===== config.mk =====
export PLATFORM = sky130hd
export DESIGN_NAME = timed_delay_port_queue_flat
export DESIGN_NICKNAME = d
export VERILOG_FILES = /design/src/rtl/tdpq_pkg.sv /design/src/rtl/tdpq_if.sv /design/src/rtl/timed_delay_port_queue.sv /design/src/rtl/tdpq_ctrl.sv /design/src/rtl/tdpq_dp.sv /design/src/flat_wrapper.sv
export SDC_FILE = /design/constraint.sdc
export NUM_CORES = 2
export LEC_CHECK = 0
export BUFFER_PORTS_ARGS = -buffer_cell sky130_fd_sc_hd__buf_2
export CAP_MARGIN = 20
export CELL_PAD_IN_SITES_DETAIL_PLACEMENT = 1
export CELL_PAD_IN_SITES_GLOBAL_PLACEMENT = 1
export CORE_ASPECT_RATIO = 0.5
export CORE_MARGIN = 1.5
export CORE_UTILIZATION = 50
export DETAILED_ROUTE_END_ITERATION = 8
export HOLD_SLACK_MARGIN = 0.03
export PLACE_DENSITY = 0.88
export SLEW_MARGIN = 25
export SYNTH_ARGS = -nofsm -noshare
export SYNTH_HDL_FRONTEND = slang
export SYNTH_SLANG_ARGS = --single-unit

===== constraint.sdc =====
create_clock -name clk -period 11.7 [get_ports clk]
set_clock_uncertainty 0.1 [all_clocks]
set_input_delay 1.17 -clock clk [delete_from_list [all_inputs] [get_ports clk]]
set_output_delay 1.17 -clock clk [all_outputs]
set_load 0.05 [all_outputs]

===== src/rtl/tdpq_pkg.sv =====
package tdpq_pkg;

  localparam int DEPTH_DEFAULT = 16;
  localparam int PAYLOAD_BITS_DEFAULT = 32;
  localparam int ID_W = 64;
  localparam int CYC_W = 64;
  localparam int CAP_W = 5;
  localparam int DLY_W = 10;

  typedef enum logic [2:0] {
    FN_TICK      = 3'd0,
    FN_PUSH_DEF  = 3'd1,
    FN_PUSH_LAT  = 3'd2,
    FN_POP_OLD   = 3'd3,
    FN_POP_RDY   = 3'd4,
    FN_POP_NOW   = 3'd5,
    FN_POP_YOUNG = 3'd6,
    FN_FLUSH     = 3'd7
  } func_t;

  typedef enum logic [1:0] {
    ST_DONE    = 2'd0,
    ST_FULL    = 2'd1,
    ST_NO_POP  = 2'd2
  } status_t;

  typedef enum logic [1:0] {
    QS_EMPTY = 2'd0,
    QS_PART  = 2'd1,
    QS_FULL  = 2'd2
  } qstate_t;

  typedef enum logic [2:0] {
    S_IDLE,
    S_SCAN,
    S_SHIFT,
    S_FLUSH,
    S_FLAGS,
    S_OUT
  } state_t;

  localparam logic [0:0] REG_CAP = 1'b0;
  localparam logic [0:0] REG_DLY = 1'b1;

  // controller -> datapath
  typedef struct packed {
    logic load;       // capture input word
    logic op_push;
    logic op_tick;
    logic scan_clr;   // restart scan pointer
    logic scan_step;  // examine entry at ptr
    logic shift_step; // move entry ptr+1 down
    logic shift_done; // drop count after close
    logic flush_step; // drop tail entry
    logic set_no_pop;
    logic set_full;
    logic out_load;
  } cmd_t;

  // datapath -> controller
  typedef struct packed {
    func_t func;
    logic  empty;
    logic  full;
    logic  scan_end;
    logic  hit;
    logic  shift_end;
    logic  flush_hit;
  } sts_t;

endpackage


===== src/rtl/tdpq_if.sv =====
interface tdpq_in_if;
  import tdpq_pkg::*;
  logic            valid;
  logic            ready;
  logic [2:0]      func;
  logic [31:0]     payload;
  logic [63:0]     seq_id;
  logic [9:0]      latency;
  modport source(output valid, func, payload, seq_id, latency, input ready);
  modport sink(input valid, func, payload, seq_id, latency, output ready);
endinterface

interface tdpq_out_if;
  logic        valid;
  logic        ready;
  logic [31:0] out_payload;
  logic [63:0] out_seq_id;
  logic [1:0]  status;
  logic [4:0]  occupancy;
  logic [1:0]  queue_state;
  logic        oldest_ready;
  logic        oldest_ready_now;
  logic        some_ready;
  logic        some_ready_now;
  logic [4:0]  removed_count;
  modport source(output valid, out_payload, out_seq_id, status, occupancy, queue_state,
    oldest_ready, oldest_ready_now, some_ready, some_ready_now, removed_count,
    input ready);
  modport sink(input valid, out_payload, out_seq_id, status, occupancy, queue_state,
    oldest_ready, oldest_ready_now, some_ready, some_ready_now, removed_count,
    output ready);
endinterface


===== src/rtl/timed_delay_port_queue.sv =====
// channel | dir | payload
// in      | in  | func, payload, seq_id, latency
// out     | out | out_payload, out_seq_id, status, occupancy, flags, removed_count
// cfg     | in  | capacity_in_use (0x0), default_delay (0x4)
// One word at a time: each word runs its step (tick, push, a pop's single-slot walk
// over the entry store and shift-down, or a flush that drops tail entries) and then
// the ready-flag pass over the entries held. The result waits while out.ready is low.
// Reset (rst, synchronous) empties the queue and clears the cycle counter.
// in.ready is low while a word is in work or its result waits on out.ready.
module timed_delay_port_queue #(
  parameter int DEPTH = tdpq_pkg::DEPTH_DEFAULT,
  parameter int PAYLOAD_BITS = tdpq_pkg::PAYLOAD_BITS_DEFAULT
) (
  input  logic        clk,
  input  logic        rst,
  tdpq_in_if.sink     in,
  tdpq_out_if.source  out,
  input  logic        psel,
  input  logic        penable,
  input  logic        pwrite,
  input  logic [2:0]  paddr,
  input  logic [31:0] pwdata,
  output logic [31:0] prdata,
  output logic        pready
);
  import tdpq_pkg::*;

  logic [4:0] capacity_in_use;
  logic [9:0] default_delay;
  cmd_t cmd;
  sts_t sts;

  assign pready = 1'b1;

  always_ff @(posedge clk) begin
    if (rst) begin
      capacity_in_use <= 5'd16;
      default_delay <= 10'd1;
    end else if (psel && penable && pwrite && paddr[1:0] == 2'b00) begin
      if (paddr[2] == REG_CAP) capacity_in_use <= pwdata[4:0];
      else default_delay <= pwdata[9:0];
    end
  end

  always_comb begin
    prdata = '0;
    if (paddr[2] == REG_CAP) prdata = 32'(capacity_in_use);
    else prdata = 32'(default_delay);
  end

  tdpq_ctrl u_ctrl (
    .clk, .rst,
    .in_valid(in.valid), .in_ready(in.ready),
    .out_valid(out.valid), .out_ready(out.ready),
    .sts, .cmd
  );

  tdpq_dp #(.DEPTH(DEPTH), .PAYLOAD_BITS(PAYLOAD_BITS)) u_dp (
    .clk, .rst,
    .func(in.func), .payload(in.payload), .seq_id(in.seq_id), .latency(in.latency),
    .capacity_in_use, .default_delay, .cmd, .sts,
    .out_payload(out.out_payload), .out_seq_id(out.out_seq_id), .status(out.status),
    .occupancy(out.occupancy), .queue_state(out.queue_state),
    .oldest_ready(out.oldest_ready), .oldest_ready_now(out.oldest_ready_now),
    .some_ready(out.some_ready), .some_ready_now(out.some_ready_now),
    .removed_count(out.removed_count)
  );

endmodule


===== src/rtl/tdpq_ctrl.sv =====
module tdpq_ctrl (
  input  logic           clk,
  input  logic           rst,
  input  logic           in_valid,
  output logic           in_ready,
  output logic           out_valid,
  input  logic           out_ready,
  input  tdpq_pkg::sts_t sts,
  output tdpq_pkg::cmd_t cmd
);
  import tdpq_pkg::*;

  state_t state, state_next;

  always_ff @(posedge clk) begin
    if (rst) begin
      state <= S_IDLE;
    end else begin
      state <= state_next;
    end
  end

  always_comb begin
    state_next = state;
    cmd = '0;
    in_ready = (state == S_IDLE);
    out_valid = (state == S_OUT);
    unique case (state)
      S_IDLE: begin
        if (in_valid) begin
          // load also sets the scan pointer for the word
          cmd.load = 1'b1;
          state_next = S_SCAN;
        end
      end
      S_SCAN: begin
        unique case (sts.func)
          FN_TICK: begin
            cmd.op_tick = 1'b1;
            cmd.scan_clr = 1'b1;
            state_next = S_FLAGS;
          end
          FN_PUSH_DEF, FN_PUSH_LAT: begin
            if (sts.full) begin
              cmd.set_full = 1'b1;
            end else begin
              cmd.op_push = 1'b1;
            end
            cmd.scan_clr = 1'b1;
            state_next = S_FLAGS;
          end
          FN_FLUSH: begin
            state_next = S_FLUSH;
          end
          default: begin
            // pops: ptr walks to the chosen entry
            if (sts.hit) begin
              state_next = S_SHIFT;
            end else if (sts.scan_end) begin
              cmd.set_no_pop = 1'b1;
              cmd.scan_clr = 1'b1;
              state_next = S_FLAGS;
            end else begin
              cmd.scan_step = 1'b1;
            end
          end
        endcase
      end
      S_SHIFT: begin
        if (sts.shift_end) begin
          cmd.shift_done = 1'b1;
          cmd.scan_clr = 1'b1;
          state_next = S_FLAGS;
        end else begin
          cmd.shift_step = 1'b1;
        end
      end
      S_FLUSH: begin
        if (sts.flush_hit) begin
          cmd.flush_step = 1'b1;
        end else begin
          cmd.scan_clr = 1'b1;
          state_next = S_FLAGS;
        end
      end
      S_FLAGS: begin
        if (sts.scan_end) begin
          cmd.out_load = 1'b1;
          state_next = S_OUT;
        end else begin
          cmd.scan_step = 1'b1;
        end
      end
      S_OUT: begin
        if (out_ready) begin
          state_next = S_IDLE;
        end
      end
      default: state_next = S_IDLE;
    endcase
  end

endmodule


===== src/rtl/tdpq_dp.sv =====
module tdpq_dp #(
  parameter int DEPTH = tdpq_pkg::DEPTH_DEFAULT,
  parameter int PAYLOAD_BITS = tdpq_pkg::PAYLOAD_BITS_DEFAULT
) (
  input  logic                     clk,
  input  logic                     rst,
  input  logic [2:0]               func,
  input  logic [31:0]              payload,
  input  logic [63:0]              seq_id,
  input  logic [9:0]               latency,
  input  logic [4:0]               capacity_in_use,
  input  logic [9:0]               default_delay,
  input  tdpq_pkg::cmd_t           cmd,
  output tdpq_pkg::sts_t           sts,
  output logic [31:0]              out_payload,
  output logic [63:0]              out_seq_id,
  output logic [1:0]               status,
  output logic [4:0]               occupancy,
  output logic [1:0]               queue_state,
  output logic                     oldest_ready,
  output logic                     oldest_ready_now,
  output logic                     some_ready,
  output logic                     some_ready_now,
  output logic [4:0]               removed_count
);
  import tdpq_pkg::*;

  localparam int AW = (DEPTH > 1) ? $clog2(DEPTH) : 1;
  localparam int CW = $clog2(DEPTH + 1);

  // entry store: payload, id, ready cycle
  logic [PAYLOAD_BITS-1:0] mem_pay [DEPTH];
  logic [ID_W-1:0]         mem_id  [DEPTH];
  logic [CYC_W-1:0]        mem_rc  [DEPTH];

  logic [CW-1:0]           count;
  logic [CYC_W-1:0]        now;
  logic [CW-1:0]           ptr;
  func_t                   fn;
  logic [PAYLOAD_BITS-1:0] in_pay;
  logic [ID_W-1:0]         in_id;
  logic [DLY_W-1:0]        in_lat;
  logic [1:0]              st;
  logic [CW-1:0]           removed;
  logic [PAYLOAD_BITS-1:0] pop_pay;
  logic [ID_W-1:0]         pop_id;
  logic                    s_r, s_rn;
  logic                    walk_flags;

  logic [AW-1:0]    pa, pn, tail;
  logic [CYC_W-1:0] rc_p;
  logic             le_p, eq_p;
  logic [CW:0]      cap_eff;
  logic             full_c;

  assign pa   = ptr[AW-1:0];
  assign pn   = pa + AW'(1);
  assign tail = AW'(count - CW'(1));
  assign rc_p = mem_rc[pa];
  assign le_p = (rc_p <= now);
  assign eq_p = (rc_p == now);

  always_comb begin
    if ({1'b0, capacity_in_use} > 6'(DEPTH)) begin
      cap_eff = (CW+1)'(DEPTH);
    end else begin
      cap_eff = (CW+1)'(capacity_in_use);
    end
  end
  assign full_c = ({1'b0, count} >= cap_eff);

  always_comb begin
    sts.func = fn;
    sts.empty = (count == '0);
    sts.full = full_c;
    sts.scan_end = (ptr >= count);
    priority case (fn)
      FN_POP_OLD:   sts.hit = (count != '0) && (ptr == '0) && le_p;
      FN_POP_RDY:   sts.hit = (ptr < count) && le_p;
      FN_POP_NOW:   sts.hit = (ptr < count) && eq_p;
      FN_POP_YOUNG: sts.hit = (count != '0) && (ptr == count - CW'(1));
      default:      sts.hit = 1'b0;
    endcase
    // pop oldest and pop youngest never walk: they only look at one slot
    if ((fn == FN_POP_OLD || fn == FN_POP_YOUNG) && !sts.hit && !walk_flags) begin
      sts.scan_end = 1'b1;
    end
    sts.shift_end = (ptr + CW'(1) >= count);
    sts.flush_hit = (count != '0) && (mem_id[tail] >= in_id);
  end

  always_ff @(posedge clk) begin
    if (cmd.load) begin
      fn     <= func_t'(func);
      in_pay <= payload[PAYLOAD_BITS-1:0];
      in_id  <= seq_id;
      in_lat <= latency;
    end
    if (cmd.op_push) begin
      mem_pay[tail + AW'(1)] <= in_pay;
      mem_id[tail + AW'(1)]  <= in_id;
      mem_rc[tail + AW'(1)]  <= now + CYC_W'((fn == FN_PUSH_DEF) ? default_delay : in_lat);
    end
    if (cmd.shift_step) begin
      mem_pay[pa] <= mem_pay[pn];
      mem_id[pa]  <= mem_id[pn];
      mem_rc[pa]  <= mem_rc[pn];
    end
  end

  always_ff @(posedge clk) begin
    if (rst) begin
      count <= '0;
      now <= '0;
      ptr <= '0;
      st <= ST_DONE;
      removed <= '0;
      s_r <= 1'b0;
      s_rn <= 1'b0;
    end else begin
      if (cmd.load) begin
        ptr <= (func_t'(func) == FN_POP_YOUNG) ? count - CW'(1) : '0;
        st <= ST_DONE;
        removed <= '0;
      end
      if (cmd.op_tick) now <= now + CYC_W'(1);
      if (cmd.op_push) count <= count + CW'(1);
      if (cmd.set_full) st <= ST_FULL;
      if (cmd.set_no_pop) st <= ST_NO_POP;
      if (cmd.scan_step) ptr <= ptr + CW'(1);
      if (cmd.shift_step) ptr <= ptr + CW'(1);
      if (cmd.shift_done) begin
        count <= count - CW'(1);
        removed <= CW'(1);
      end
      if (cmd.flush_step) begin
        count <= count - CW'(1);
        removed <= removed + CW'(1);
      end
      if (cmd.scan_clr) begin
        ptr <= '0;
        s_r <= 1'b0;
        s_rn <= 1'b0;
      end
      // flags pass: scan_step walks entries after the item is done
      if (cmd.scan_step && walk_flags && ptr < count) begin
        s_r <= s_r | le_p;
        s_rn <= s_rn | eq_p;
      end
    end
  end

  // capture popped entry when the scan lands on it
  always_ff @(posedge clk) begin
    if (cmd.load) begin
      pop_pay <= '0;
      pop_id <= '0;
      walk_flags <= 1'b0;
    end else if (cmd.scan_clr) begin
      walk_flags <= 1'b1;
    end
    if (!walk_flags && sts.hit && !cmd.load && !cmd.shift_step && !cmd.shift_done) begin
      pop_pay <= mem_pay[pa];
      pop_id  <= mem_id[pa];
    end
  end

  logic fr, fo_r, fo_rn;
  assign fr = walk_flags && ptr < count;

  always_ff @(posedge clk) begin
    if (cmd.out_load) begin
      out_payload <= 32'(pop_pay);
      out_seq_id <= pop_id;
      status <= st;
      occupancy <= 5'(count);
      if (full_c) begin
        queue_state <= QS_FULL;
      end else if (count == '0) begin
        queue_state <= QS_EMPTY;
      end else begin
        queue_state <= QS_PART;
      end
      oldest_ready <= (count != '0) && fo_r;
      oldest_ready_now <= (count != '0) && fo_rn;
      some_ready <= s_r;
      some_ready_now <= s_rn;
      removed_count <= 5'(removed);
    end
  end

  // oldest flags sampled at slot 0 of the flags pass
  always_ff @(posedge clk) begin
    if (fr && ptr == '0) begin
      fo_r <= le_p;
      fo_rn <= eq_p;
    end
  end

endmodule


===== src/flat_wrapper.sv =====
// flat-port wrapper written by rule: the top's interface ports become plain ports
module timed_delay_port_queue_flat import tdpq_pkg::*;
#(
  parameter int DEPTH = tdpq_pkg::DEPTH_DEFAULT,
  parameter int PAYLOAD_BITS = tdpq_pkg::PAYLOAD_BITS_DEFAULT
)
  (clk, rst, psel, penable, pwrite, paddr, pwdata, prdata, pready, in_valid, in_func, in_payload, in_seq_id, in_latency, in_ready, out_valid, out_out_payload, out_out_seq_id, out_status, out_occupancy, out_queue_state, out_oldest_ready, out_oldest_ready_now, out_some_ready, out_some_ready_now, out_removed_count, out_ready);
  tdpq_in_if in_i ();
  tdpq_out_if out_i ();
  input  logic clk;
  input  logic rst;
  input  logic psel;
  input  logic penable;
  input  logic pwrite;
  input  logic [2:0] paddr;
  input  logic [31:0] pwdata;
  output logic [31:0] prdata;
  output logic pready;
  input wire logic [$bits(in_i.valid)-1:0] in_valid;
  input wire logic [$bits(in_i.func)-1:0] in_func;
  input wire logic [$bits(in_i.payload)-1:0] in_payload;
  input wire logic [$bits(in_i.seq_id)-1:0] in_seq_id;
  input wire logic [$bits(in_i.latency)-1:0] in_latency;
  output wire logic [$bits(in_i.ready)-1:0] in_ready;
  output wire logic [$bits(out_i.valid)-1:0] out_valid;
  output wire logic [$bits(out_i.out_payload)-1:0] out_out_payload;
  output wire logic [$bits(out_i.out_seq_id)-1:0] out_out_seq_id;
  output wire logic [$bits(out_i.status)-1:0] out_status;
  output wire logic [$bits(out_i.occupancy)-1:0] out_occupancy;
  output wire logic [$bits(out_i.queue_state)-1:0] out_queue_state;
  output wire logic [$bits(out_i.oldest_ready)-1:0] out_oldest_ready;
  output wire logic [$bits(out_i.oldest_ready_now)-1:0] out_oldest_ready_now;
  output wire logic [$bits(out_i.some_ready)-1:0] out_some_ready;
  output wire logic [$bits(out_i.some_ready_now)-1:0] out_some_ready_now;
  output wire logic [$bits(out_i.removed_count)-1:0] out_removed_count;
  input wire logic [$bits(out_i.ready)-1:0] out_ready;
  assign in_i.valid = in_valid;
  assign in_i.func = in_func;
  assign in_i.payload = in_payload;
  assign in_i.seq_id = in_seq_id;
  assign in_i.latency = in_latency;
  assign in_ready = in_i.ready;
  assign out_valid = out_i.valid;
  assign out_out_payload = out_i.out_payload;
  assign out_out_seq_id = out_i.out_seq_id;
  assign out_status = out_i.status;
  assign out_occupancy = out_i.occupancy;
  assign out_queue_state = out_i.queue_state;
  assign out_oldest_ready = out_i.oldest_ready;
  assign out_oldest_ready_now = out_i.oldest_ready_now;
  assign out_some_ready = out_i.some_ready;
  assign out_some_ready_now = out_i.some_ready_now;
  assign out_removed_count = out_i.removed_count;
  assign out_i.ready = out_ready;
  timed_delay_port_queue #(.DEPTH(DEPTH), .PAYLOAD_BITS(PAYLOAD_BITS)) u_core (.clk(clk), .rst(rst), .in(in_i), .out(out_i), .psel(psel), .penable(penable), .pwrite(pwrite), .paddr(paddr), .pwdata(pwdata), .prdata(prdata), .pready(pready));
endmodule

==> impl_summary.md <==
Outcome
The flow ran to the end, but the final reports show violations. The final reports fail on design-rule violations, max-capacitance violations, max-slew violations.

Logic synthesis
By instance count, the leading cell after synthesis is sky130_fd_sc_hd__edfxtp_1. The cell type contributing the most total cell area after synthesis is sky130_fd_sc_hd__edfxtp_1. The number of synthesized register bits is roughly 3000.

The commonest register cell after synthesis is sky130_fd_sc_hd__edfxtp_1. In this run, synthesis inferred about 2900 flip-flops with an integrated enable. The synthesized netlist occupies a cell area of between 100000 and 150000 um^2. The netlist uses 85 different library cells.

For this run, the register share of the synthesized area comes to roughly three fifths. The area share of the largest cell type after synthesis is approximately three fifths. A synthesized cell averages ~20 um^2. Ranked by total cell area, the synthesized netlist is headed by sky130_fd_sc_hd__edfxtp_1 (60%), sky130_fd_sc_hd__mux4_2 (29%), sky130_fd_sc_hd__dfxtp_1 (1.5%). The gate count of the mapped netlist is 7242. The fraction of synthesis flops using an asynchronous set or reset pin is 0%. The commonest cells after synthesis are sky130_fd_sc_hd__edfxtp_1 (2881), sky130_fd_sc_hd__mux4_2 (1884), sky130_fd_sc_hd__clkbuf_1 (350). During synthesis, Yosys emitted a total of 0 warnings.

Critical path
The depth of the worst register-to-register path is 16. The arrival time at the worst endpoint is a little under 10 ns. Data on the critical path is required at its endpoint by between 10 and 15 ns.

The critical path class is flop to flop. Setup slack on the worst reg-to-reg path comes out at ~2.2 ns. The worst register-to-register path ends at u_core.u_dp.out_seq_id[41]. The type of origin of the critical path is a flop. The worst setup path is captured at a flop. The maximum fanout encountered on the critical timing path is 51.

Clocking
No sink is reached through more buffers than the 4 on the longest clock path. Clock-pin slew was measured on the worst setup and hold paths at approximately 0.070 ns. Hold repair after CTS inserted 0 buffers. The depth of the CTS H-tree is 5. The latest clock arrival within the worst-skew pair is roughly 0.94 ns.

Post-CTS timing repair inserted 0 buffers for setup. The root buffer cell is sky130_fd_sc_hd__clkbuf_16. Gates resized during post-CTS repair numbered 0. The CTS tree is built.

Clock tree synthesis inserted a total of between 200 and 300 buffers. The total clock sinks is approximately 3000.

Timing
Setup repair after global routing left no endpoint under its margin. The final period demand of the worst path is approximately 9.5 ns. The worst path uses 81.23% of the clock period. The count of endpoints failing hold in the final timing report is 0. The headroom to the max-slew limit is -6.240%. The final-report setup violation count is 0. The number of pins exceeding their max-slew limit in the final report came to 3. The maximum operating frequency is ~110 MHz. The total negative setup slack is 0 ns. The measured slew at the worst slew-check pin is around 1.6 ns.

Floorplanning
The area of the die is 292600 um^2. During I/O placement, the number of pins put on the boundary was 300. The floorplan die width is 763.5 um. In this run the standard cell core region covers approximately 290000 um^2.

The die height is between 300 and 400 um. The initial utilization of the core area, before any placement, comes to 50.32%. The standard-cell row count is around 140.

GRT
The first global-routing pass estimated 736600 um of wire. In the global route stage, overall resource usage came out at 35.01%. The number of antenna violations at the first check in global routing is 40. The via count of the first global-routing pass was about 97000. Entering global routing, the biggest net connects ~130 pins. The global route total overflow is 0.

Route
The final route contains a little under 100k vias. The first detailed-routing pass took 8 iterations. In the routed design, unresolved DRC markers number 24. The routed design has 567300 um of wire. In this run, the number of DRC markers left after iteration 0 of detailed routing was 21326. Dividing the detail-routed wire length by the instance count gives just under 50 um. The detail route stage leaves a number of antenna-violating nets equal to 0. Using the TritonRoute via totals, the vias-per-cell ratio works out to ~8.4.

Power
The sequential cell fraction of total power is 44.1%. Net switching is a little under a third of the power. The power per standard cell area is 181.1 nW/um^2. The worst-case vdd ir drop is about 0.14 mV. The share of power burned in the clock network is about a third. The analysis attributes to cell leakage a power of around 0.048 uW. The fraction of power consumed by combinational cells is between 20% and 30%. Cell internal power was estimated by the tool at 20080 uW.

The switching power total is around 9000 uW.

Placed design
During placement, the flow inserted port buffers numbering between 200 and 300. The total half-perimeter wirelength after legalization and detailed placement is around 240000 um. The cell area after placement is 151000 um^2. Routability-driven placement finished with a final weighted congestion of ~0.85.

Layout
The post-route cell area is ~160000 um^2. The layout cell share with drive strength beyond 1 is 37.46%. Fill cells in the final layout number about 25000.

The count of nets after finishing is a little under 8000. The multi-input combinational cell area is between 50000 and 60000 um^2. The growth of design area from synthesis to finish is 10.97%. The register cell area after layout is slightly below 90000 um^2.

Worst hold path
In this run the most critical hold path is launched from u_core.u_dp.pop_id[35]. Along the worst hold path, the cell count comes to 0. The worst-case hold path end point is u_core.u_dp.out_seq_id[35]. The tightest min-delay check is of the flop to flop type.

Run
The max-cap violation count is 1.
==> stage by stage <==
stage               util [%]  cells  setup slack [ns]  hold slack (ns)  power, uW
finish                 55.84  11606             2.196           0.3138      29060
global route           55.83  11588             2.464           0.3192      29290
CTS                    55.73  11572             3.378           0.2975      28280
detailed placement     52.55  11073             3.502           0.3051      18410
global placement       52.53  11071             3.705           0.3018      18110
floorplan                  -   7263            0.4424           0.3003      16660
==> layer usage <==
metal  GRT usage (%)  part of all wire [%]
met1           42.38                    29
met2           54.87                    45
met3           10.35                    16
met4           23.84                    10
met5         0.01638                 0.086
==> state kept, by name (all words and copies together), names as in the netlist, 3 cells and up, named ones only <==
register	cells
u_core.capacity_in_use	5
u_core.u_dp.fn	3
u_core.u_dp.count	5
u_core.u_dp.mem_rc	1024
u_core.u_ctrl.state	3
u_core.default_delay	10
u_core.u_dp.removed	5
u_core.u_dp.out_seq_id	64
u_core.u_dp.occupancy	5
u_core.u_dp.now	64
u_core.u_dp.in_pay	32
u_core.u_dp.removed_count	5
u_core.u_dp.in_id	64
u_core.u_dp.pop_pay	32
u_core.u_dp.in_lat	10
u_core.u_dp.mem_pay	512
u_core.u_dp.ptr	5
u_core.u_dp.mem_id	1024
u_core.u_dp.out_payload	32
u_core.u_dp.pop_id	64
==> area by class of cell <==
type	count	share of cell area [%]
Timing Repair Buffer	493	2.230
Inverter	162	0.3821
Antenna cell	28	0.04367
Sequential cell	2987	55.26
Clock inverter	165	1.070
Tap cell	3877	3.024
Multi-Input combinational cell	3560	33.36
Clock buffer	334	4.626
==> power by group through the flow <==
| stage | logic, uW | clock network, uW | registers, uW |
|---|---|---|---|
| global route | 6260 | 10200 | 12800 |
| finish | 6180 | 10100 | 12800 |
| floorplan | 3460 | 0 | 13200 |
| global placement | 5170 | 0 | 12900 |
| CTS | 5770 | 9740 | 12800 |
| detailed placement | 5450 | 0 | 13000 |
==> cells by family after synthesis <==
kind of cell | count (synthesis) | synth area share (%)
other cells | 2 | 0.005194
xor+xnor | 132 | 0.7996
fa+ha+maj | 160 | 1.390
flops | 2987 | 61.30
compound gates | 409 | 1.720
simple gates | 883 | 2.972
buf+inv | 716 | 1.971
mux | 1953 | 29.84
==> cell usage in the layout, fill, tap and decap left out, drive strengths merged, types with 32 or more instances in the layout <==
master     n
nand4     47
nand2    336
xnor2    127
nor2     175
buf      492
mux4    1884
nand3     46
nor2b    114
edfxtp  2881
inv      169
ha       159
bufinv    32
clkbuf   335
mux2i     54
a211oi    70
nor3      45
a21oi     94
clkinv   116
dfxtp    106
o21ai    160
==> worst max-delay path: stages (launching register included) <==
cell	delay, ns
sky130_fd_sc_hd__dfxtp_4	0.89
sky130_fd_sc_hd__buf_4	0.74
sky130_fd_sc_hd__mux4_2	0.64
sky130_fd_sc_hd__nor2b_1	0.18
sky130_fd_sc_hd__a211oi_1	0.58
sky130_fd_sc_hd__a21oi_1	0.23
sky130_fd_sc_hd__ha_1	0.43
sky130_fd_sc_hd__nand4_1	0.47
sky130_fd_sc_hd__inv_1	0.25
sky130_fd_sc_hd__a211oi_1	0.13
sky130_fd_sc_hd__o31ai_1	0.85
sky130_fd_sc_hd__a21o_1	0.21
sky130_fd_sc_hd__o21a_1	0.43
sky130_fd_sc_hd__inv_1	0.25
sky130_fd_sc_hd__o41ai_2	0.80
sky130_fd_sc_hd__and3_4	0.87
sky130_fd_sc_hd__buf_4	0.80
==> how the worst max path moves through the flow <==
stage                       start                    endpoint  depth (start not counted)
2_1_floorplan  u_core.u_dp.ptr[0]   u_core.u_dp.mem_id[10][0]                         17
3_3_place_gp                 flop     u_core.u_dp.pop_pay[12]                         12
3_5_place_dp                 flop     u_core.u_dp.pop_pay[12]                         12
4_1_cts                      flop      u_core.u_dp.pop_id[41]                         13
5_1_grt                      flop  u_core.u_dp.out_seq_id[43]                         16
6_report                     flop  u_core.u_dp.out_seq_id[41]                         16
Power figures use the tool's default switching activity.
